[src/hw/rtl/rsosp_pkg.sv]
// Shared constants, types and codes of the resampling one-shot sample player.
package rsosp_pkg;

  localparam int unsigned MaxEntries = 65536;
  localparam int unsigned IdxW       = $clog2(MaxEntries);
  localparam int unsigned LenW       = $clog2(MaxEntries + 1);
  localparam int unsigned SampleW    = 16;
  localparam int unsigned VelW       = 16;
  localparam int unsigned StepW      = 24;
  localparam int unsigned CountW     = 24;
  localparam int unsigned FracW      = 16;
  localparam int unsigned AccW       = IdxW + StepW;
  localparam int unsigned FuncW      = 2;

  localparam logic [StepW-1:0]  StepOne  = StepW'(65536);
  localparam logic [CountW-1:0] CountCap = '1;

  localparam int unsigned QDepth = 2;
  localparam int unsigned QPtrW  = (QDepth > 1) ? $clog2(QDepth) : 1;
  localparam int unsigned QCntW  = $clog2(QDepth + 1);

  localparam int unsigned InDataW   = ((SampleW + VelW + 7) / 8) * 8;
  localparam int unsigned OutBits   = SampleW + 2 + LenW;
  localparam int unsigned OutDataW  = ((OutBits + 7) / 8) * 8;
  localparam int unsigned OutLoadedBit  = SampleW;
  localparam int unsigned OutPlayingBit = SampleW + 1;
  localparam int unsigned OutLenLsb     = SampleW + 2;

  typedef enum logic [FuncW-1:0] {
    FUNC_TICK  = 2'd0,
    FUNC_TRIG  = 2'd1,
    FUNC_LOAD  = 2'd2,
    FUNC_CLEAR = 2'd3
  } func_e;

  typedef struct packed {
    func_e                      func;
    logic signed [SampleW-1:0]  sample;
    logic                       last;
    logic [VelW-1:0]            velocity;
  } cmd_t;

  typedef struct packed {
    logic              start;
    logic [CountW-1:0] count;
    logic [StepW-1:0]  step;
  } div_req_t;

  typedef struct packed {
    logic            done;
    logic            ovf;
    logic [LenW-1:0] quo;
  } div_rsp_t;

endpackage

[src/hw/rtl/rsosp_front.sv]
// Front end: accepts input transactions, classifies them and queues the commands.
module rsosp_front import rsosp_pkg::*; (
  input  logic               clk_i,
  input  logic               rst_ni,
  input  logic               s_axis_tvalid,
  output logic               s_axis_tready,
  input  logic [InDataW-1:0] s_axis_tdata,  // sample_value, velocity
  input  logic [FuncW-1:0]   s_axis_tuser,  // func
  input  logic               s_axis_tlast,  // last_sample
  output logic               cmd_valid_o,
  output cmd_t               cmd_o,
  input  logic               cmd_pop_i
);

  cmd_t             q_mem [QDepth];
  cmd_t             cmd_in;
  logic [QPtrW-1:0] wr_ptr_q, rd_ptr_q;
  logic [QCntW-1:0] cnt_q;
  logic             push, pop;

  always_comb begin
    cmd_in          = '0;
    cmd_in.last     = s_axis_tlast;
    case (s_axis_tuser)
      FUNC_TICK: begin
        cmd_in.func = FUNC_TICK;
      end
      FUNC_TRIG: begin
        cmd_in.func     = FUNC_TRIG;
        cmd_in.velocity = s_axis_tdata[SampleW +: VelW];
      end
      FUNC_LOAD: begin
        cmd_in.func   = FUNC_LOAD;
        cmd_in.sample = s_axis_tdata[SampleW-1:0];
      end
      FUNC_CLEAR: begin
        cmd_in.func = FUNC_CLEAR;
      end
      default: begin
        cmd_in.func = FUNC_TICK;
      end
    endcase
  end

  assign s_axis_tready = (cnt_q != QCntW'(QDepth));
  assign push          = s_axis_tvalid && s_axis_tready;
  assign cmd_valid_o   = (cnt_q != '0);
  assign pop           = cmd_pop_i && cmd_valid_o;
  assign cmd_o         = q_mem[rd_ptr_q];

  always_ff @(posedge clk_i) begin
    if (push) begin
      q_mem[wr_ptr_q] <= cmd_in;
    end
  end

  always_ff @(posedge clk_i or negedge rst_ni) begin
    if (!rst_ni) begin
      wr_ptr_q <= '0;
      rd_ptr_q <= '0;
      cnt_q    <= '0;
    end else begin
      if (push) begin
        wr_ptr_q <= (wr_ptr_q == QPtrW'(QDepth - 1)) ? '0 : wr_ptr_q + 1'b1;
      end
      if (pop) begin
        rd_ptr_q <= (rd_ptr_q == QPtrW'(QDepth - 1)) ? '0 : rd_ptr_q + 1'b1;
      end
      if (push && !pop) begin
        cnt_q <= cnt_q + 1'b1;
      end else if (pop && !push) begin
        cnt_q <= cnt_q - 1'b1;
      end
    end
  end

endmodule

[config.mk]
export PLATFORM = sky130hd
export DESIGN_NAME = rsosp_front
export DESIGN_NICKNAME = d
export VERILOG_FILES = /design/src/hw/rtl/rsosp_pkg.sv /design/src/hw/rtl/rsosp_front.sv
export SDC_FILE = /design/constraint.sdc
export NUM_CORES = 1
export LEC_CHECK = 0
export BUFFER_PORTS_ARGS = -buffer_cell sky130_fd_sc_hd__buf_2
export CAP_MARGIN = 20
export CORE_MARGIN = 2
export CORE_UTILIZATION = 48
export CTS_CLUSTER_DIAMETER = 40
export CTS_CLUSTER_SIZE = 12
export DETAILED_ROUTE_END_ITERATION = 7
export HOLD_SLACK_MARGIN = 0.15
export PLACE_DENSITY = 0.78
export SLEW_MARGIN = 20
export SYNTH_ARGS = -nofsm -noshare
export SYNTH_HDL_FRONTEND = slang
export SYNTH_SLANG_ARGS = --single-unit
[constraint.sdc]
create_clock -name clk_i -period 2.6 [get_ports clk_i]
set_clock_uncertainty 0.1 [all_clocks]
set_input_delay 0.52 -clock clk_i [delete_from_list [all_inputs] [get_ports clk_i]]
set_output_delay 0.52 -clock clk_i [all_outputs]
set_load 0.02 [all_outputs]
==> impl_metrics.csv <==
group,metric,value,unit
clock_network,inserted_clock_buffers,9,
synth,syn-instance-count,165,
global_routing,globalRouteTotalUtil,0.143,
worst_setup_path,critical_path_class,"flop to output pin",
route,antenna_left,0,
final_layout,nets,288,
worst_setup_path,critical_path_required,1.98,ns
final_layout,layout_cell_share_with_drive_strength_beyond_1,0.518,
worst_setup_path,timing.critical_path.arrival,1.65,ns
placed_design,numPlacedInstances,313,
placed_design,io_buffer_count,75,
min_path,holdCritPathClass,"primary input to flop",
clock_network,h-tree-depth,3,
timing,finalHoldViolations,0,
synth,number_of_library_cell_types_mapped_by_synthesis,20,
power,power.density_cell_area,1080,nW/um^2
final_layout,insertedDiodeCount,0,
route,first_pass_iters,4,
synth,synth-seq-cells,74,
synth,post-synth-top-area-fraction,0.677,
synth,synth_top_cells_by_area,"sky130_fd_sc_hd__edfxtp_1 68%, sky130_fd_sc_hd__mux2_4 14%, sky130_fd_sc_hd__and2_1 6.4%",
synth,postSynth.asyncResetShare,0.0541,
timing,fin_tns_setup,0,ns
job,timing.max_cap.violations,0,
clock_network,cts_buffer_depth,2,
synth,synth.most_common_cell,"sky130_fd_sc_hd__edfxtp_1",
timing,setup_violations,0,
worst_setup_path,end_kind,"output pin",
clock_network,post-cts-setup-buffers,0,
worst_setup_path,r2r_setup_slack,0.92,ns
synth,synth_enable_flop_cells,70,
final_layout,stdcell_area,3710,sq um
floorplanning,core-area,6310,sq um
global_routing,grt_pass1_vias,1678,
worst_setup_path,worstReg2RegEnd,"q_mem[0][7]",
route,routedWlPerCell,15.0,um
placed_design,detailedPlacementHpwl,3.30,mm
clock_network,clockRootBuffer,"sky130_fd_sc_hd__clkbuf_8",
worst_setup_path,regToRegStartpoint,"cnt_q[0]",
floorplanning,overall_die_width,84.5,um
timing,final.min_clock_period,2.27,ns
timing,actual_transition_at_the_worst_max_transition_pin,0.499,ns
final_layout,instances_no_fill,330,
timing,hold_slack,0.290,ns
clock_network,clk-insertion-delay-late,0.32,ns
final_layout,layout_area_overhead,19.3,%
outcome,run_status,"finished, final reports clean",
global_routing,grt_start_max_net_pins,36,
synth,dominantRegCellSynth,"sky130_fd_sc_hd__edfxtp_1",
min_path,whs_path_depth,1,
global_routing,number_of_antenna_violations_at_the_first_check_in_global_routing,0,
synth,yosys_warnings,0,
min_path,worst_hold_startpoint,"s_axis_tlast",
route,detail_route.iter0.violations,67,
floorplanning,i_o_pins,76,
clock_network,worst_setup_hold_path_clk_slew,0.07,ns
floorplanning,floorplan.initialDensity,0.492,
placed_design,gp_congestion,0.717,
power,worst_ir_drop_vdd,810,uV
worst_setup_path,worstSetupStartpointType,"flop",
timing,timing.slew.headroom,0.666,
route,drt-total-wl,4.94,mm
floorplanning,fp-row-count,29,
power,leakagePower,0.00154,uW
clock_network,number_of_sinks_driven_by_the_clock_tree,74,
worst_setup_path,worstPathMaxFanout,13,
global_routing,grt_first_pass_wirelength,7.64,mm
min_path,min_delay_worst_endpoint,"q_mem[0][16]",
synth,mappedNetlistNets,205,
route,routed_via_density,4.87,
synth,synth.largest_area_cell,"sky130_fd_sc_hd__edfxtp_1",
timing,timing.final.max_slew_violations,0,
timing,clock.fmax,441,MHz
timing,crit_share_post_route,0.873,
clock_network,cts_tree,"done",
synth,synth_sequential_area_ratio,0.709,
global_routing,leftover_overflow_at_the_end_of_global_routing,0,
floorplanning,design.die.area,7130,sq um
timing,grt_setup_unrepaired,"false",
floorplanning,chipHeight,84.5,um
power,sum_of_internal_switching_and_leakage_power,4000,uW
synth,post_synth_instance_area,3110,sq um
route,route.detailed.drc,0,
route,number_of_vias_after_detailed_routing,1606,
synth,avgSynthCellArea,18.8,sq um
synth,most_common_library_cells_after_synthesis,"70 x sky130_fd_sc_hd__edfxtp_1, 32 x sky130_fd_sc_hd__and2_1, 29 x sky130_fd_sc_hd__mux2_4",
placed_design,placement.cell_area,3540,sq um
worst_setup_path,timing.reg2reg.worst_path_depth,4,
## layout by cell type (no fill, tap or decap), drive strengths merged
cell type / Yosys / layout
and3: 1 / 1
clkbuf: 2 / 12
mux2: 35 / 35
nand2: 2 / 2
nor2b: 1 / 1
clkinv: 0 / 4
dlygate4sd3: 0 / 1
and2b: 1 / 1
ha: 1 / 1
buf: 6 / 79
xnor2: 3 / 3
nand2b: 1 / 1
inv: 1 / 1
edfxtp: 70 / 70
nor2: 2 / 2
xor2: 2 / 2
and2: 32 / 32
dfrtp: 4 / 4
or2: 1 / 1
## flip-flops by register name (all words and copies together) (netlist names)
name,count
rd_ptr_q,1
wr_ptr_q,1
q_mem,70
cnt_q,2
## report_power, final
| group | total [uW] | switching (uW) | internal, uW |
|---|---|---|---|
| combinational | 1530 | 833 | 701 |
| clock | 706 | 366 | 339 |
| sequential | 1760 | 117 | 1640 |
| total | 4000 | 1320 | 2680 |
## cell type report
class | instances | area [sq um]
fill | 517 | 2610
clock inverter | 4 | 18.8
sequential | 74 | 2200
multi-input combinational | 82 | 821
clock buffer | 12 | 135
timing repair buffer | 80 | 428
inverter | 1 | 3.75
tap | 77 | 96.3
## worst max path at each step
stage / start / endpoint / slack [ns] / depth (start not counted)
2_1_floorplan: cnt_q[0] / q_mem[0][0] / 0.37 / 3
3_3_place_gp: rd_ptr_q / cmd_o[22] / 0.67 / 3
3_5_place_dp: rd_ptr_q / cmd_o[22] / 0.65 / 3
4_1_cts: rd_ptr_q / cmd_o[22] / 0.28 / 3
5_1_grt: rd_ptr_q / cmd_o[22] / 0.25 / 3
6_report: rd_ptr_q / cmd_o[22] / 0.33 / 3
## critical path, stage by stage, from the launching register on
cell                      delay (ns)
sky130_fd_sc_hd__dfrtp_2        0.51
sky130_fd_sc_hd__buf_4          0.32
sky130_fd_sc_hd__mux2_4         0.33
sky130_fd_sc_hd__buf_2          0.16
## repair_timing
item	CTS	global route
hold buffers	1	0
endpoints found under the hold margin	4	0
gates resized for setup	0	0
## metrics by stage
| step | utilization | setup slack (ns) |
|---|---|---|
| finish | 0.587 | 0.330 |
| global route | 0.587 | 0.253 |
| detailed placement | 0.561 | 0.646 |
| global placement | 0.561 | 0.672 |
| CTS | 0.587 | 0.284 |
| floorplan | - | 0.370 |
## cells by family (layout without fill, tap and decap cells)
group                      count (synthesis)  in the layout  share of synthesized area
and+or+nand+nor                           41             41                     0.0814
adders and majority gates                  1              1                    0.00403
muxes                                     35             35                      0.162
DFF                                       74             74                      0.709
buffers and inverters                      9             97                     0.0298
xor gates and xnor gates                   5              5                     0.0141
## metal layers
layer / routed length (um) / up-vias / share of wire / GRT usage
li1: - / 769 / - / -
met1: 2040 / 774 / 0.41 / 0.170
met2: 2530 / 53 / 0.51 / 0.235
met3: 284 / 10 / 0.058 / 0.0413
met4: 94 / 0 / 0.019 / 0.0779
met5: 0 / - / 0 / 0
Note: power is estimated with default switching activity, not from simulation.
