<file path="config.mk">
export PLATFORM = sky130hd
export DESIGN_NAME = rsosp_div
export DESIGN_NICKNAME = d
export VERILOG_FILES = /design/src/hw/rtl/rsosp_pkg.sv /design/src/hw/rtl/rsosp_div.sv
export SDC_FILE = /design/constraint.sdc
export NUM_CORES = 1
export LEC_CHECK = 0
export BUFFER_PORTS_ARGS = -buffer_cell sky130_fd_sc_hd__buf_2
export CAP_MARGIN = 20
export CORE_MARGIN = 8
export CORE_UTILIZATION = 35
export CTS_CLUSTER_SIZE = 10
export DETAILED_ROUTE_END_ITERATION = 12
export GPL_ROUTABILITY_DRIVEN = 0
export HOLD_SLACK_MARGIN = 0.15
export PLACE_DENSITY = 0.54
export SLEW_MARGIN = 20
export SYNTH_ARGS = -nofsm -noshare
export SYNTH_HDL_FRONTEND = slang
export SYNTH_SLANG_ARGS = --single-unit
</file>
<file path="constraint.sdc">
create_clock -name clk_i -period 3.5 [get_ports clk_i]
set_clock_uncertainty 0.15 [all_clocks]
set_input_delay 0.175 -clock clk_i [delete_from_list [all_inputs] [get_ports clk_i]]
set_output_delay 0.175 -clock clk_i [all_outputs]
set_load 0.02 [all_outputs]
</file>
<file path="src/hw/rtl/rsosp_pkg.sv">
// Shared constants, types and codes of the resampling one-shot sample player.
package rsosp_pkg;

  localparam int unsigned MaxEntries = 65536;
  localparam int unsigned IdxW       = $clog2(MaxEntries);
  localparam int unsigned LenW       = $clog2(MaxEntries + 1);
  localparam int unsigned SampleW    = 16;
  localparam int unsigned VelW       = 16;
  localparam int unsigned StepW      = 24;
  localparam int unsigned CountW     = 24;
  localparam int unsigned FracW      = 16;
  localparam int unsigned AccW       = IdxW + StepW;
  localparam int unsigned FuncW      = 2;

  localparam logic [StepW-1:0]  StepOne  = StepW'(65536);
  localparam logic [CountW-1:0] CountCap = '1;

  localparam int unsigned QDepth = 2;
  localparam int unsigned QPtrW  = (QDepth > 1) ? $clog2(QDepth) : 1;
  localparam int unsigned QCntW  = $clog2(QDepth + 1);

  localparam int unsigned InDataW   = ((SampleW + VelW + 7) / 8) * 8;
  localparam int unsigned OutBits   = SampleW + 2 + LenW;
  localparam int unsigned OutDataW  = ((OutBits + 7) / 8) * 8;
  localparam int unsigned OutLoadedBit  = SampleW;
  localparam int unsigned OutPlayingBit = SampleW + 1;
  localparam int unsigned OutLenLsb     = SampleW + 2;

  typedef enum logic [FuncW-1:0] {
    FUNC_TICK  = 2'd0,
    FUNC_TRIG  = 2'd1,
    FUNC_LOAD  = 2'd2,
    FUNC_CLEAR = 2'd3
  } func_e;

  typedef struct packed {
    func_e                      func;
    logic signed [SampleW-1:0]  sample;
    logic                       last;
    logic [VelW-1:0]            velocity;
  } cmd_t;

  typedef struct packed {
    logic              start;
    logic [CountW-1:0] count;
    logic [StepW-1:0]  step;
  } div_req_t;

  typedef struct packed {
    logic            done;
    logic            ovf;
    logic [LenW-1:0] quo;
  } div_rsp_t;

endpackage

</file>
<file path="src/hw/rtl/rsosp_div.sv">
// Restoring divider that gives the resampled length and an overflow flag, one quotient bit per cycle.
module rsosp_div import rsosp_pkg::*; (
  input  logic     clk_i,
  input  logic     rst_ni,
  input  div_req_t req_i,
  output div_rsp_t rsp_o
);

  localparam int unsigned DivW = CountW + FracW;
  localparam int unsigned CntW = $clog2(LenW + 1);

  logic [DivW-1:0]  dividend, hi;
  logic             ovf_start;
  logic [StepW:0]   trial;
  logic             ge;
  logic             busy_q, done_q, ovf_q;
  logic [CntW-1:0]  cnt_q;
  logic [StepW-1:0] rem_q;
  logic [LenW-1:0]  lo_q, quo_q;

  assign dividend  = {req_i.count, FracW'(0)};
  assign hi        = dividend >> LenW;
  assign ovf_start = (hi >= DivW'(req_i.step));
  assign trial     = {rem_q, lo_q[LenW-1]};
  assign ge        = (trial >= {1'b0, req_i.step});

  always_ff @(posedge clk_i or negedge rst_ni) begin
    if (!rst_ni) begin
      busy_q <= 1'b0;
      done_q <= 1'b0;
      cnt_q  <= '0;
    end else begin
      done_q <= req_i.start ? ovf_start : (busy_q && (cnt_q == CntW'(1)));
      if (req_i.start) begin
        if (!ovf_start) begin
          busy_q <= 1'b1;
          cnt_q  <= CntW'(LenW);
        end
      end else if (busy_q) begin
        cnt_q <= cnt_q - 1'b1;
        if (cnt_q == CntW'(1)) begin
          busy_q <= 1'b0;
        end
      end
    end
  end

  always_ff @(posedge clk_i) begin
    if (req_i.start) begin
      ovf_q <= ovf_start;
      rem_q <= hi[StepW-1:0];
      lo_q  <= dividend[LenW-1:0];
      quo_q <= '0;
    end else if (busy_q) begin
      rem_q <= ge ? StepW'(trial - {1'b0, req_i.step}) : trial[StepW-1:0];
      lo_q  <= {lo_q[LenW-2:0], 1'b0};
      quo_q <= {quo_q[LenW-2:0], ge};
    end
  end

  assign rsp_o.done = done_q;
  assign rsp_o.ovf  = ovf_q;
  assign rsp_o.quo  = quo_q;

endmodule

</file>
==> run_summary.xml, run 1 <==
<?xml version="1.0" encoding="UTF-8"?>
<metrics>
  <group name="timing">
    <metric name="period_share" unit="%">93.3</metric>
    <metric name="min_period" unit="ns">3.27</metric>
    <metric name="grt_setup_unrepaired" unit="">no</metric>
    <metric name="setup_viol" unit="">0</metric>
    <metric name="timing_max_transition_violations_final" unit="">0</metric>
    <metric name="max_slew.worst_pin.slew" unit="ns">0.638</metric>
    <metric name="fin_setup_tns" unit="ns">0</metric>
    <metric name="hold_viol" unit="">0</metric>
    <metric name="fmax" unit="GHz">0.306</metric>
    <metric name="maxSlewHeadroom" unit="%">57.5</metric>
  </group>
  <group name="outcome">
    <metric name="status" unit="">finished, final reports clean</metric>
  </group>
  <group name="floorplanning">
    <metric name="design.core.area" unit="um2">11400</metric>
    <metric name="die_span_in_y" unit="um">124</metric>
    <metric name="row_count" unit="">39</metric>
    <metric name="io_pins" unit="">70</metric>
    <metric name="die_area" unit="um2">15300</metric>
    <metric name="fp.dieW" unit="um">124</metric>
    <metric name="floorplan.initialDensity" unit="%">35.8</metric>
  </group>
  <group name="worst_setup_path">
    <metric name="critPathRequiredTime" unit="ns">3.36</metric>
    <metric name="path_max_fanout" unit="">13</metric>
    <metric name="worst-endpoint-arrival" unit="ns">3.13</metric>
    <metric name="cp-start-kind" unit="">flop</metric>
    <metric name="worstSetupEndpointType" unit="">flop</metric>
    <metric name="setup.reg_to_reg.worst_slack" unit="ns">0.23</metric>
    <metric name="r2r_start" unit="">rem_q[14]</metric>
    <metric name="r2r-end" unit="">rem_q[20]</metric>
    <metric name="setup.worst_path.class" unit="">reg2reg</metric>
    <metric name="cpMaxStageDelayCell" unit="">edfxtp_1</metric>
    <metric name="critPathMaxStageDelay" unit="ns">0.41</metric>
    <metric name="crit_chain" unit="">ha_1, o21ai_0, a21oi_1, a211o_1, a21oi_1, a21bo_4, a21boi_4, a31o_4, buf_4, mux2i_1, o21ai_0</metric>
    <metric name="reg2regPathDepth" unit="">11</metric>
  </group>
  <group name="clock_tree">
    <metric name="cts_setup_buffers" unit="">0</metric>
    <metric name="clk_pin_slew" unit="ns">0.08</metric>
    <metric name="worstSkewPairLatency" unit="ns">0.30</metric>
    <metric name="cts_buffers" unit="">5</metric>
    <metric name="clock_tree_root_driver_cell" unit="">clkbuf_16</metric>
    <metric name="buffer_depth_of_the_longest_clock_path" unit="">2</metric>
    <metric name="cts_max_level" unit="">2</metric>
    <metric name="cts_tree" unit="">done</metric>
    <metric name="clkSinkCount" unit="">50</metric>
  </group>
  <group name="synth">
    <metric name="unique_masters_post_synth" unit="">60</metric>
    <metric name="postSynthAreaPerCell" unit="um2">9.21</metric>
    <metric name="netlist.area_leader.share" unit="%">18.5</metric>
    <metric name="flops_latches_synth" unit="">50</metric>
    <metric name="synth_edf_count" unit="">25</metric>
    <metric name="synthesis.yosys.warnings" unit="">0</metric>
    <metric name="synth_largest_area_cell" unit="">edfxtp_1</metric>
    <metric name="synthTopCellsByArea" unit="">edfxtp_1 (18%), ha_1 (15%), dfxtp_1 (8.9%)</metric>
    <metric name="post_synth_instance_area" unit="um2">4070</metric>
    <metric name="synth_sequential_area_ratio" unit="%">31.6</metric>
    <metric name="async_flop_share" unit="%">14.0</metric>
    <metric name="synthesis.instances" unit="">442</metric>
    <metric name="synth_flop_cell" unit="">edfxtp_1</metric>
    <metric name="net_count_of_the_mapped_netlist" unit="">543</metric>
  </group>
  <group name="finish">
    <metric name="layout_common_cells" unit="">buf_2 (69), ha_1 (49), nand2_1 (36), mux2i_1 (36)</metric>
    <metric name="layout-area-overhead-vs-synth" unit="%">21.7</metric>
    <metric name="final_nets" unit="">633</metric>
    <metric name="layout.cells.most_common" unit="">buf_2</metric>
    <metric name="fillCellCount" unit="">1146</metric>
    <metric name="n_antenna_cell" unit="">0</metric>
    <metric name="drive_gt1_share" unit="%">17.3</metric>
    <metric name="final_core_utilization" unit="%">43.6</metric>
  </group>
  <group name="global_route">
    <metric name="global_route_wire_length_before_repair" unit="mm">16.9</metric>
    <metric name="grt_start_max_net_pins" unit="">67</metric>
    <metric name="grt-busiest-layer" unit="">met2</metric>
    <metric name="first_global_vias" unit="">3610</metric>
    <metric name="globalRouteTotalUtil" unit="%">13.5</metric>
    <metric name="grt_antenna_before_repair" unit="">0</metric>
    <metric name="grtUsageMet3" unit="%">2.09</metric>
    <metric name="grt.met2_usage" unit="%">22.9</metric>
    <metric name="use_met1" unit="%">17.6</metric>
    <metric name="global_route.overflow_total" unit="">0</metric>
  </group>
  <group name="worst_hold_path">
    <metric name="hold_end" unit="">rem_q[0]</metric>
    <metric name="whs_path_depth" unit="">3</metric>
    <metric name="hp-class" unit="">in2reg</metric>
    <metric name="worst_hold_startpoint" unit="">req_i[25]</metric>
  </group>
  <group name="power_and_ir_drop">
    <metric name="power-per-cell-area" unit="nW/um2">744</metric>
    <metric name="vdd_drop_max" unit="V">0.000270</metric>
    <metric name="p_leak" unit="uW">0.00251</metric>
  </group>
  <group name="routing">
    <metric name="final_antenna_net_count" unit="">0</metric>
    <metric name="postRouteWirelength" unit="mm">10.1</metric>
    <metric name="detailroute.via_count" unit="">3481</metric>
    <metric name="first_iter_violations" unit="">144</metric>
    <metric name="post-route-drc-count" unit="">0</metric>
    <metric name="drtPass1Iterations" unit="">4</metric>
    <metric name="wl_per_cell" unit="um">15.0</metric>
    <metric name="vias_per_cell" unit="">5.15</metric>
  </group>
  <group name="placement">
    <metric name="hpwlAfterDp" unit="mm">7.79</metric>
    <metric name="portBuffers" unit="">69</metric>
  </group>
  <group name="flow_run">
    <metric name="cap_violations" unit="">0</metric>
  </group>
</metrics>
-- metal layers --
layer  vias up  part of all wire, %
met5         -                    0
met4         0                  1.2
met3        11                  3.1
met2        59                   46
met1      1632                   50
li1       1779                    -
-- stage by stage --
stage | setup slack (ns) | cell area (um2) | std cells | hold slack (ns) | power, uW
after floorplan | 0.631 | 4070 | 442 | -0.271 | 2720
after global placement | 0.344 | 4550 | 643 | -0.130 | 3110
after detailed placement | 0.232 | 4550 | 643 | -0.129 | 3140
after CTS | 0.211 | 4950 | 676 | 0.163 | 3720
after global routing | 0.00213 | 4950 | 676 | 0.183 | 4000
final | 0.233 | 4950 | 676 | 0.166 | 3680
-- worst max-delay path by stage --
stage	start	slack [ns]	end	depth (start not counted)
after floorplan	rem_q[7]	0.63	rem_q[1]	11
after global placement	rem_q[7]	0.34	rem_q[16]	11
after detailed placement	rem_q[14]	0.23	rem_q[19]	11
after CTS	rem_q[14]	0.21	rem_q[19]	11
after global routing	rem_q[14]	0.002	rem_q[19]	11
final	rem_q[14]	0.23	rem_q[20]	11
-- registers in the layout, summed over array words and instances (netlist names) --
register and count:
busy_q 1, cnt_q 5, done_q 1, lo_q 1
ovf_q 1, quo_q 17, rem_q 24
-- kinds of logic after synthesis --
group | Yosys count | synth area share (%)
simple gates | 120 | 13.7
compound gates | 109 | 18.9
buf+inv | 53 | 5.81
fa+ha+maj | 50 | 15.6
flops | 50 | 31.6
mux | 38 | 9.59
xor+xnor | 22 | 4.74
-- cells in the mapped netlist (3+ instances only) --
master     n
nand2_1   36
dfxtp_1   18
mux2i_1   36
o211ai_1   3
ha_1      49
xor2_1    11
o311ai_0   3
and3_1     7
dfrtp_1    7
nor4_1     3
a211oi_1   3
edfxtp_1  25
buf_4      3
clkbuf_1   9
nand3_1    9
o21ai_0   26
nor2_1    35
nor3_1     6
xnor2_1   11
nor2b_1    5
a21o_1    16
nand4_1    5
a31oi_1    6
o21a_1     3
inv_1     35
a21oi_1   23
nand2b_1   5
-- critical path, delay by kind of cell (launching register included) --
family                   cells  cell delay (ns)
multiplexers                 1             0.20
buffers and inverters        1             0.24
flip-flops                   1             0.41
adder cells (fa/ha/maj)      1             0.37
AO/OA/AOI/OAI                8             1.63
-- what timing repair did --
item,in CTS,in global routing
hold buffers,25,0
hold endpoints to repair,30,0
resized for setup,0,0
-- power breakdown --
| part | leakage, uW | switching, uW | total (uW) | internal, uW |
|---|---|---|---|---|
| sequential | 0.000498 | 115 | 959 | 844 |
| clock | 0.0000763 | 251 | 525 | 275 |
| combinational | 0.00194 | 1160 | 2200 | 1040 |
| total | 0.00251 | 1530 | 3680 | 2160 |
-- area by class of cell --
class	count	area [um2]	area share [%]
multi-input cells	339	2550	51.4
flip-flops and latches	50	1290	26.0
repair buffers	100	653	13.2
clock buffers	5	125	2.53
inverters	36	135	2.73
well taps	143	179	3.61
clock inverters	3	28.8	0.581
Power figures use the tool's default switching activity.
==> run 2: changes to the inputs <==
--- a/config.mk
+++ b/config.mk
@@ -7,13 +7,14 @@
 export LEC_CHECK = 0
 export BUFFER_PORTS_ARGS = -buffer_cell sky130_fd_sc_hd__buf_2
 export CAP_MARGIN = 20
+export CORE_ASPECT_RATIO = 1.2
 export CORE_MARGIN = 8
 export CORE_UTILIZATION = 35
 export CTS_CLUSTER_SIZE = 10
 export DETAILED_ROUTE_END_ITERATION = 12
 export GPL_ROUTABILITY_DRIVEN = 0
 export HOLD_SLACK_MARGIN = 0.15
-export PLACE_DENSITY = 0.54
+export PLACE_DENSITY = 0.56
 export SLEW_MARGIN = 20
 export SYNTH_ARGS = -nofsm -noshare
 export SYNTH_HDL_FRONTEND = slang
==> constraint.sdc (replaced) <==
create_clock -name clk_i -period 2.7 [get_ports clk_i]
set_clock_uncertainty 0.15 [all_clocks]
set_input_delay 0.135 -clock clk_i [delete_from_list [all_inputs] [get_ports clk_i]]
set_output_delay 0.135 -clock clk_i [all_outputs]
set_load 0.02 [all_outputs]
==> run_summary.xml, run 2 (synthesis results as in run 1) <==
<?xml version="1.0" encoding="UTF-8"?>
<metrics>
  <group name="timing">
    <metric name="max_slew.worst_pin.slew" unit="ns">0.453</metric>
    <metric name="timing_max_transition_violations_final" unit="">0</metric>
    <metric name="hold_viol" unit="">0</metric>
    <metric name="fmax" unit="GHz">0.340</metric>
    <metric name="setup_viol" unit="">25</metric>
    <metric name="min_period" unit="ns">2.94</metric>
    <metric name="grt_setup_unrepaired" unit="">yes</metric>
    <metric name="maxSlewHeadroom" unit="%">69.8</metric>
    <metric name="post-route-worst-setup-slack" unit="ns">-0.238</metric>
    <metric name="period_share" unit="%">109</metric>
  </group>
  <group name="finish">
    <metric name="n_antenna_cell" unit="">0</metric>
    <metric name="layout.cells.most_common" unit="">buf_2</metric>
    <metric name="max_ffs_per_register" unit="">24</metric>
    <metric name="regMostFlops" unit="">rem_q</metric>
    <metric name="design_area" unit="um2">5730</metric>
    <metric name="layout_common_cells" unit="">buf_2 (69), buf_4 (63), ha_1 (39), nor2_1 (35), nand2_1 (35)</metric>
    <metric name="instances_no_fill" unit="">754</metric>
    <metric name="layout-area-overhead-vs-synth" unit="%">40.7</metric>
    <metric name="drive_gt1_share" unit="%">30.7</metric>
    <metric name="final_nets" unit="">697</metric>
    <metric name="reg_top3" unit="">rem_q x24, quo_q x17, cnt_q x5</metric>
  </group>
  <group name="floorplanning">
    <metric name="row_count" unit="">43</metric>
    <metric name="floorplan.initialDensity" unit="%">35.5</metric>
    <metric name="fp.dieW" unit="um">114</metric>
    <metric name="io_pins" unit="">70</metric>
    <metric name="design.core.area" unit="um2">11500</metric>
    <metric name="die_span_in_y" unit="um">134</metric>
    <metric name="die_area" unit="um2">15300</metric>
  </group>
  <group name="clock_tree">
    <metric name="cts_buffers" unit="">5</metric>
    <metric name="worstSkewPairLatency" unit="ns">0.30</metric>
    <metric name="cts_max_level" unit="">2</metric>
    <metric name="cts_tree" unit="">done</metric>
    <metric name="buffer_depth_of_the_longest_clock_path" unit="">2</metric>
    <metric name="clkSinkCount" unit="">50</metric>
    <metric name="clk_pin_slew" unit="ns">0.08</metric>
    <metric name="clock_tree_root_driver_cell" unit="">clkbuf_16</metric>
  </group>
  <group name="routing">
    <metric name="vias_per_cell" unit="">4.90</metric>
    <metric name="final_antenna_net_count" unit="">0</metric>
    <metric name="drtPass1Iterations" unit="">4</metric>
    <metric name="detailroute.via_count" unit="">3696</metric>
    <metric name="wl_per_cell" unit="um">14.2</metric>
    <metric name="post-route-drc-count" unit="">0</metric>
    <metric name="first_iter_violations" unit="">131</metric>
    <metric name="postRouteWirelength" unit="mm">10.7</metric>
  </group>
  <group name="power_and_ir_drop">
    <metric name="power-per-cell-area" unit="nW/um2">1030</metric>
    <metric name="p_leak" unit="uW">0.00285</metric>
    <metric name="vdd_drop_max" unit="V">0.000494</metric>
    <metric name="total_power" unit="uW">5900</metric>
  </group>
  <group name="worst_setup_path">
    <metric name="worstSetupEndpointType" unit="">flop</metric>
    <metric name="path_max_fanout" unit="">8</metric>
    <metric name="worst-endpoint-arrival" unit="ns">2.83</metric>
    <metric name="setup.worst_path.class" unit="">reg2reg</metric>
    <metric name="critPathRequiredTime" unit="ns">2.59</metric>
    <metric name="cp-start-kind" unit="">flop</metric>
  </group>
  <group name="worst_hold_path">
    <metric name="hp-class" unit="">in2reg</metric>
  </group>
  <group name="outcome">
    <metric name="violations" unit="">negative setup slack</metric>
    <metric name="status" unit="">complete, but fails checks</metric>
  </group>
  <group name="placement">
    <metric name="placed_area" unit="um2">5040</metric>
    <metric name="dp_cells" unit="">706</metric>
    <metric name="hpwlAfterDp" unit="mm">8.33</metric>
    <metric name="portBuffers" unit="">69</metric>
  </group>
  <group name="global_route">
    <metric name="global_route.overflow_total" unit="">0</metric>
    <metric name="first_global_vias" unit="">3819</metric>
    <metric name="grt_start_max_net_pins" unit="">38</metric>
    <metric name="globalRouteTotalUtil" unit="%">14.2</metric>
    <metric name="global_route_wire_length_before_repair" unit="mm">17.9</metric>
    <metric name="grt_antenna_before_repair" unit="">0</metric>
  </group>
  <group name="flow_run">
    <metric name="cap_violations" unit="">0</metric>
  </group>
</metrics>
==> run 2: through the flow <==
stage	util, %	setup slack [ns]	hold WS (ns)	TNS [ns]
detailed placement	44.0	-0.341	-0.169	-5.76
floorplan	-	-0.107	-0.311	-1.11
CTS	49.1	-0.221	0.336	-3.83
global placement	44.0	-0.227	-0.173	-3.97
global route	50.0	-0.335	0.383	-6.79
finish	50.0	-0.238	0.337	-4.17
==> run 2: path summary, 6_finish.rpt <==
check / endpoint / start / slack, ns / depth (start not counted)
min: cnt_q[0] / req_i[23] / 0.34 / 5
max: rem_q[10] / rem_q[7] / -0.24 / 11
min in group asynchronous: done_q / rst_ni / 0.64 / 3
min reg2reg: quo_q[16] / quo_q[16] / 0.36 / 2
max reg2reg: rem_q[10] / rem_q[7] / -0.24 / 11
max in group asynchronous: busy_q / rst_ni / 1.51 / 3
==> run 2: report_power, final <==
group	switching, uW	internal, uW
logic	1790	2140
registers	185	1100
clock network	327	356
total	2300	3590
==> run 2: metal layers <==
metal  track usage, %  share of wire [%]  vias to the layer above
met3             2.29                3.2                       14
met1             18.0                 46                     1702
met2             24.3                 49                       70
li1                 -                  -                     1910
met4             3.63                1.5                        0
met5                0                  0                        -
==> run 2: layout make-up <==
type                    instances  area (um2)
fillers                      1079        5730
multi-input cells             339        2760
flip-flops and latches         50        1290
repair buffers                164        1200
well taps                     157         196
inverters                      36         135
clock buffers                   5         125
clock inverters                 3        28.8
==> run 2: repair_timing <==
action | CTS | global route
endpoints found under the setup margin | 25 | 25
hold buffers | 27 | 0
pin swaps | 13 | 8
gates cloned | 1 | 0
endpoints found under the hold margin | 31 | 0
gates resized for setup | 22 | 17
buffers inserted | 6 | 6
==> run 2: critical path, cell delays in order, from the launching register on <==
cell and delay [ns]:
edfxtp_1 0.44, ha_4 0.25, a21o_1 0.21, a211oi_4 0.20, o31a_1 0.23, a311oi_4 0.07, a21bo_4 0.25, a21boi_4 0.14
a31o_4 0.26, buf_12 0.16, mux2i_4 0.23, o21ai_1 0.07
==> run 3: changes to the inputs <==
--- a/config.mk
+++ b/config.mk
@@ -5,16 +5,17 @@
 export SDC_FILE = /design/constraint.sdc
 export NUM_CORES = 1
 export LEC_CHECK = 0
+export ABC_AREA = 1
 export BUFFER_PORTS_ARGS = -buffer_cell sky130_fd_sc_hd__buf_2
 export CAP_MARGIN = 20
 export CORE_ASPECT_RATIO = 1.2
 export CORE_MARGIN = 8
 export CORE_UTILIZATION = 35
-export CTS_CLUSTER_SIZE = 10
+export CTS_CLUSTER_SIZE = 8
 export DETAILED_ROUTE_END_ITERATION = 12
 export GPL_ROUTABILITY_DRIVEN = 0
 export HOLD_SLACK_MARGIN = 0.15
-export PLACE_DENSITY = 0.56
+export PLACE_DENSITY = 0.55
 export SLEW_MARGIN = 20
 export SYNTH_ARGS = -nofsm -noshare
 export SYNTH_HDL_FRONTEND = slang
==> run_summary.xml, run 3 <==
<?xml version="1.0" encoding="UTF-8"?>
<metrics>
  <group name="global_route">
    <metric name="grt_start_max_net_pins" unit="">31</metric>
    <metric name="first_global_vias" unit="">4903</metric>
    <metric name="global_route.overflow_total" unit="">0</metric>
    <metric name="globalRouteTotalUtil" unit="%">16.5</metric>
    <metric name="grt.met2_usage" unit="%">28.7</metric>
    <metric name="grtUsageMet3" unit="%">2.50</metric>
    <metric name="global_route_wire_length_before_repair" unit="mm">23.2</metric>
    <metric name="use_met1" unit="%">20.0</metric>
    <metric name="grt_antenna_before_repair" unit="">0</metric>
    <metric name="grt-busiest-layer" unit="">met2</metric>
  </group>
  <group name="routing">
    <metric name="wl_per_cell" unit="um">13.7</metric>
    <metric name="vias_per_cell" unit="">4.71</metric>
    <metric name="detailroute.via_count" unit="">4860</metric>
    <metric name="postRouteWirelength" unit="mm">14.2</metric>
    <metric name="drtPass1Iterations" unit="">4</metric>
    <metric name="first_iter_violations" unit="">206</metric>
    <metric name="final_antenna_net_count" unit="">0</metric>
    <metric name="post-route-drc-count" unit="">0</metric>
  </group>
  <group name="finish">
    <metric name="final_nets" unit="">960</metric>
    <metric name="layout-area-overhead-vs-synth" unit="%">20.8</metric>
    <metric name="n_antenna_cell" unit="">0</metric>
    <metric name="max_ffs_per_register" unit="">24</metric>
    <metric name="regMostFlops" unit="">rem_q</metric>
    <metric name="reg_top3" unit="">rem_q x24, quo_q x17, cnt_q x5</metric>
    <metric name="layout_common_cells" unit="">nand2_1 (275), inv_1 (167), buf_2 (69), ha_1 (49), nand3_1 (47)</metric>
    <metric name="fillCellCount" unit="">1499</metric>
    <metric name="layout.cells.most_common" unit="">nand2_1</metric>
    <metric name="drive_gt1_share" unit="%">12.0</metric>
  </group>
  <group name="worst_setup_path">
    <metric name="setup.worst_path.start" unit="">rem_q[10]</metric>
    <metric name="r2r_start" unit="">rem_q[10]</metric>
    <metric name="setup.worst_path.class" unit="">reg2reg</metric>
    <metric name="crit_path_end" unit="">rem_q[18]</metric>
    <metric name="critPathRequiredTime" unit="ns">2.61</metric>
    <metric name="r2r-end" unit="">rem_q[18]</metric>
    <metric name="reg2regPathDepth" unit="">10</metric>
    <metric name="worstSetupEndpointType" unit="">flop</metric>
    <metric name="cp-start-kind" unit="">flop</metric>
    <metric name="worst-endpoint-arrival" unit="ns">2.40</metric>
    <metric name="path_max_fanout" unit="">13</metric>
    <metric name="setup.reg_to_reg.worst_slack" unit="ns">0.21</metric>
  </group>
  <group name="timing">
    <metric name="grt_setup_unrepaired" unit="">no</metric>
    <metric name="fmax" unit="GHz">0.402</metric>
    <metric name="max_slew.worst_pin.slew" unit="ns">0.686</metric>
    <metric name="timing_max_transition_violations_final" unit="">0</metric>
    <metric name="hold_viol" unit="">0</metric>
    <metric name="fin_setup_tns" unit="ns">0</metric>
    <metric name="period_share" unit="%">92.1</metric>
    <metric name="setup_viol" unit="">0</metric>
    <metric name="maxSlewHeadroom" unit="%">54.3</metric>
    <metric name="min_period" unit="ns">2.49</metric>
  </group>
  <group name="synth">
    <metric name="synth_mux_area_share" unit="%">0</metric>
    <metric name="compound_gate_portion_of_the_synthesized_area" unit="%">5.92</metric>
    <metric name="synth_flop_cell" unit="">edfxtp_1</metric>
    <metric name="postSynthAreaPerCell" unit="um2">6.32</metric>
    <metric name="top_post_synthesis_cells_by_count" unit="">nand2_1 (275), inv_1 (167), ha_1 (49), nand3_1 (47), nand4_1 (34)</metric>
    <metric name="synth_edf_count" unit="">25</metric>
    <metric name="unique_masters_post_synth" unit="">36</metric>
    <metric name="synthTopCellsByArea" unit="">nand2_1 (21%), edfxtp_1 (16%), inv_1 (13%)</metric>
    <metric name="netlist.area_leader.share" unit="%">21.4</metric>
    <metric name="yosys.area_share.simple" unit="%">36.9</metric>
    <metric name="synth_largest_area_cell" unit="">nand2_1</metric>
    <metric name="synth_sequential_area_ratio" unit="%">26.7</metric>
    <metric name="synthesis.yosys.warnings" unit="">0</metric>
    <metric name="synthesis.instances" unit="">762</metric>
    <metric name="net_count_of_the_mapped_netlist" unit="">863</metric>
    <metric name="async_flop_share" unit="%">14.0</metric>
    <metric name="synth_top_family_by_area" unit="">simple AND/OR/NAND/NOR gates</metric>
    <metric name="synth_xor_xnor_area_share" unit="%">2.00</metric>
    <metric name="post_synth_instance_area" unit="um2">4820</metric>
    <metric name="cell_with_the_most_instances_after_synthesis" unit="">nand2_1</metric>
    <metric name="flops_latches_synth" unit="">50</metric>
    <metric name="synth_adder_area_share" unit="%">13.1</metric>
  </group>
  <group name="power_and_ir_drop">
    <metric name="total_power" unit="uW">5070</metric>
    <metric name="p_leak" unit="uW">0.00333</metric>
    <metric name="vdd_drop_max" unit="V">0.000332</metric>
    <metric name="power-per-cell-area" unit="nW/um2">871</metric>
  </group>
  <group name="floorplanning">
    <metric name="io_pins" unit="">70</metric>
    <metric name="die_span_in_y" unit="um">145</metric>
    <metric name="row_count" unit="">47</metric>
    <metric name="die_area" unit="um2">17800</metric>
    <metric name="design.core.area" unit="um2">13600</metric>
    <metric name="fp.dieW" unit="um">123</metric>
    <metric name="floorplan.initialDensity" unit="%">35.3</metric>
  </group>
  <group name="clock_tree">
    <metric name="cts_tree" unit="">done</metric>
    <metric name="cts_setup_buffers" unit="">0</metric>
    <metric name="buffer_depth_of_the_longest_clock_path" unit="">2</metric>
    <metric name="clkSinkCount" unit="">50</metric>
    <metric name="worstSkewPairLatency" unit="ns">0.31</metric>
    <metric name="clk_pin_slew" unit="ns">0.09</metric>
    <metric name="cts_max_level" unit="">2</metric>
    <metric name="cts_buffers" unit="">5</metric>
    <metric name="clock_tree_root_driver_cell" unit="">clkbuf_16</metric>
  </group>
  <group name="outcome">
    <metric name="status" unit="">finished, final reports clean</metric>
  </group>
  <group name="flow_run">
    <metric name="cap_violations" unit="">0</metric>
  </group>
  <group name="worst_hold_path">
    <metric name="hp-class" unit="">in2reg</metric>
  </group>
  <group name="placement">
    <metric name="hpwlAfterDp" unit="mm">10.9</metric>
    <metric name="portBuffers" unit="">69</metric>
  </group>
</metrics>
-- run 3: area by class of cell --
class                      instances  area [um2]  area share [%]
sequential                        50        1290            22.1
tap                              171         214            3.68
inverter                         172         646            11.1
multi-input combinational        524        2810            48.3
clock buffer                       6         150            2.58
timing repair buffer             106         701            12.0
clock inverter                     2        13.8           0.236
-- run 3: cells by family after synthesis --
| family | Yosys count |
|---|---|
| xor+xnor | 11 |
| fa+ha+maj | 50 |
| simple gates | 413 |
| compound gates | 49 |
| flops | 50 |
| buf+inv | 189 |
-- run 3: per-layer routing --
metal	vias to the layer above	wire, um
met4	0	408
li1	2576	-
met3	25	711
met5	-	0
met1	2149	6430
met2	110	6630
-- run 3: stage by stage --
stage	hold slack, ns	area (um2)	util [%]	cells	setup WS (ns)
floorplan	-0.311	4820	-	762	0.503
detailed placement	-0.170	5380	39.4	996	0.187
CTS	0.249	5800	42.5	1030	0.135
global route	0.281	5820	42.7	1031	0.00244
global placement	-0.169	5380	39.4	996	0.185
finish	0.250	5820	42.7	1031	0.212
-- run 3: worst min-delay path by stage --
stage                     cells after the start        to     start
after detailed placement                      1  cnt_q[3]    rst_ni
after global placement                        1  cnt_q[1]    rst_ni
final                                         5  rem_q[1]  req_i[1]
after floorplan                               0    busy_q    rst_ni
after CTS                                     5  rem_q[1]  req_i[1]
after global routing                          5  rem_q[1]  req_i[1]
-- run 3: power by group --
part | internal [uW] | switching (uW)
clock network | 403 | 328
registers | 1080 | 131
logic | 1150 | 1980
-- run 3: timing repair --
item,in CTS,in global routing
endpoints found under the hold margin,31,0
resized for setup,0,1
hold buffers,26,0
endpoints found under the setup margin,0,8
-- run 3: critical path, cell delays in order, from the launching register on --
cell and delay, ns:
edfxtp_1 0.43, ha_1 0.40, nand2_2 0.11, nor2_2 0.20, nand2_1 0.09, nor2_1 0.14
nand2_2 0.21, nand3_4 0.28, nand2_1 0.08, nand3_1 0.09, nand2_1 0.06
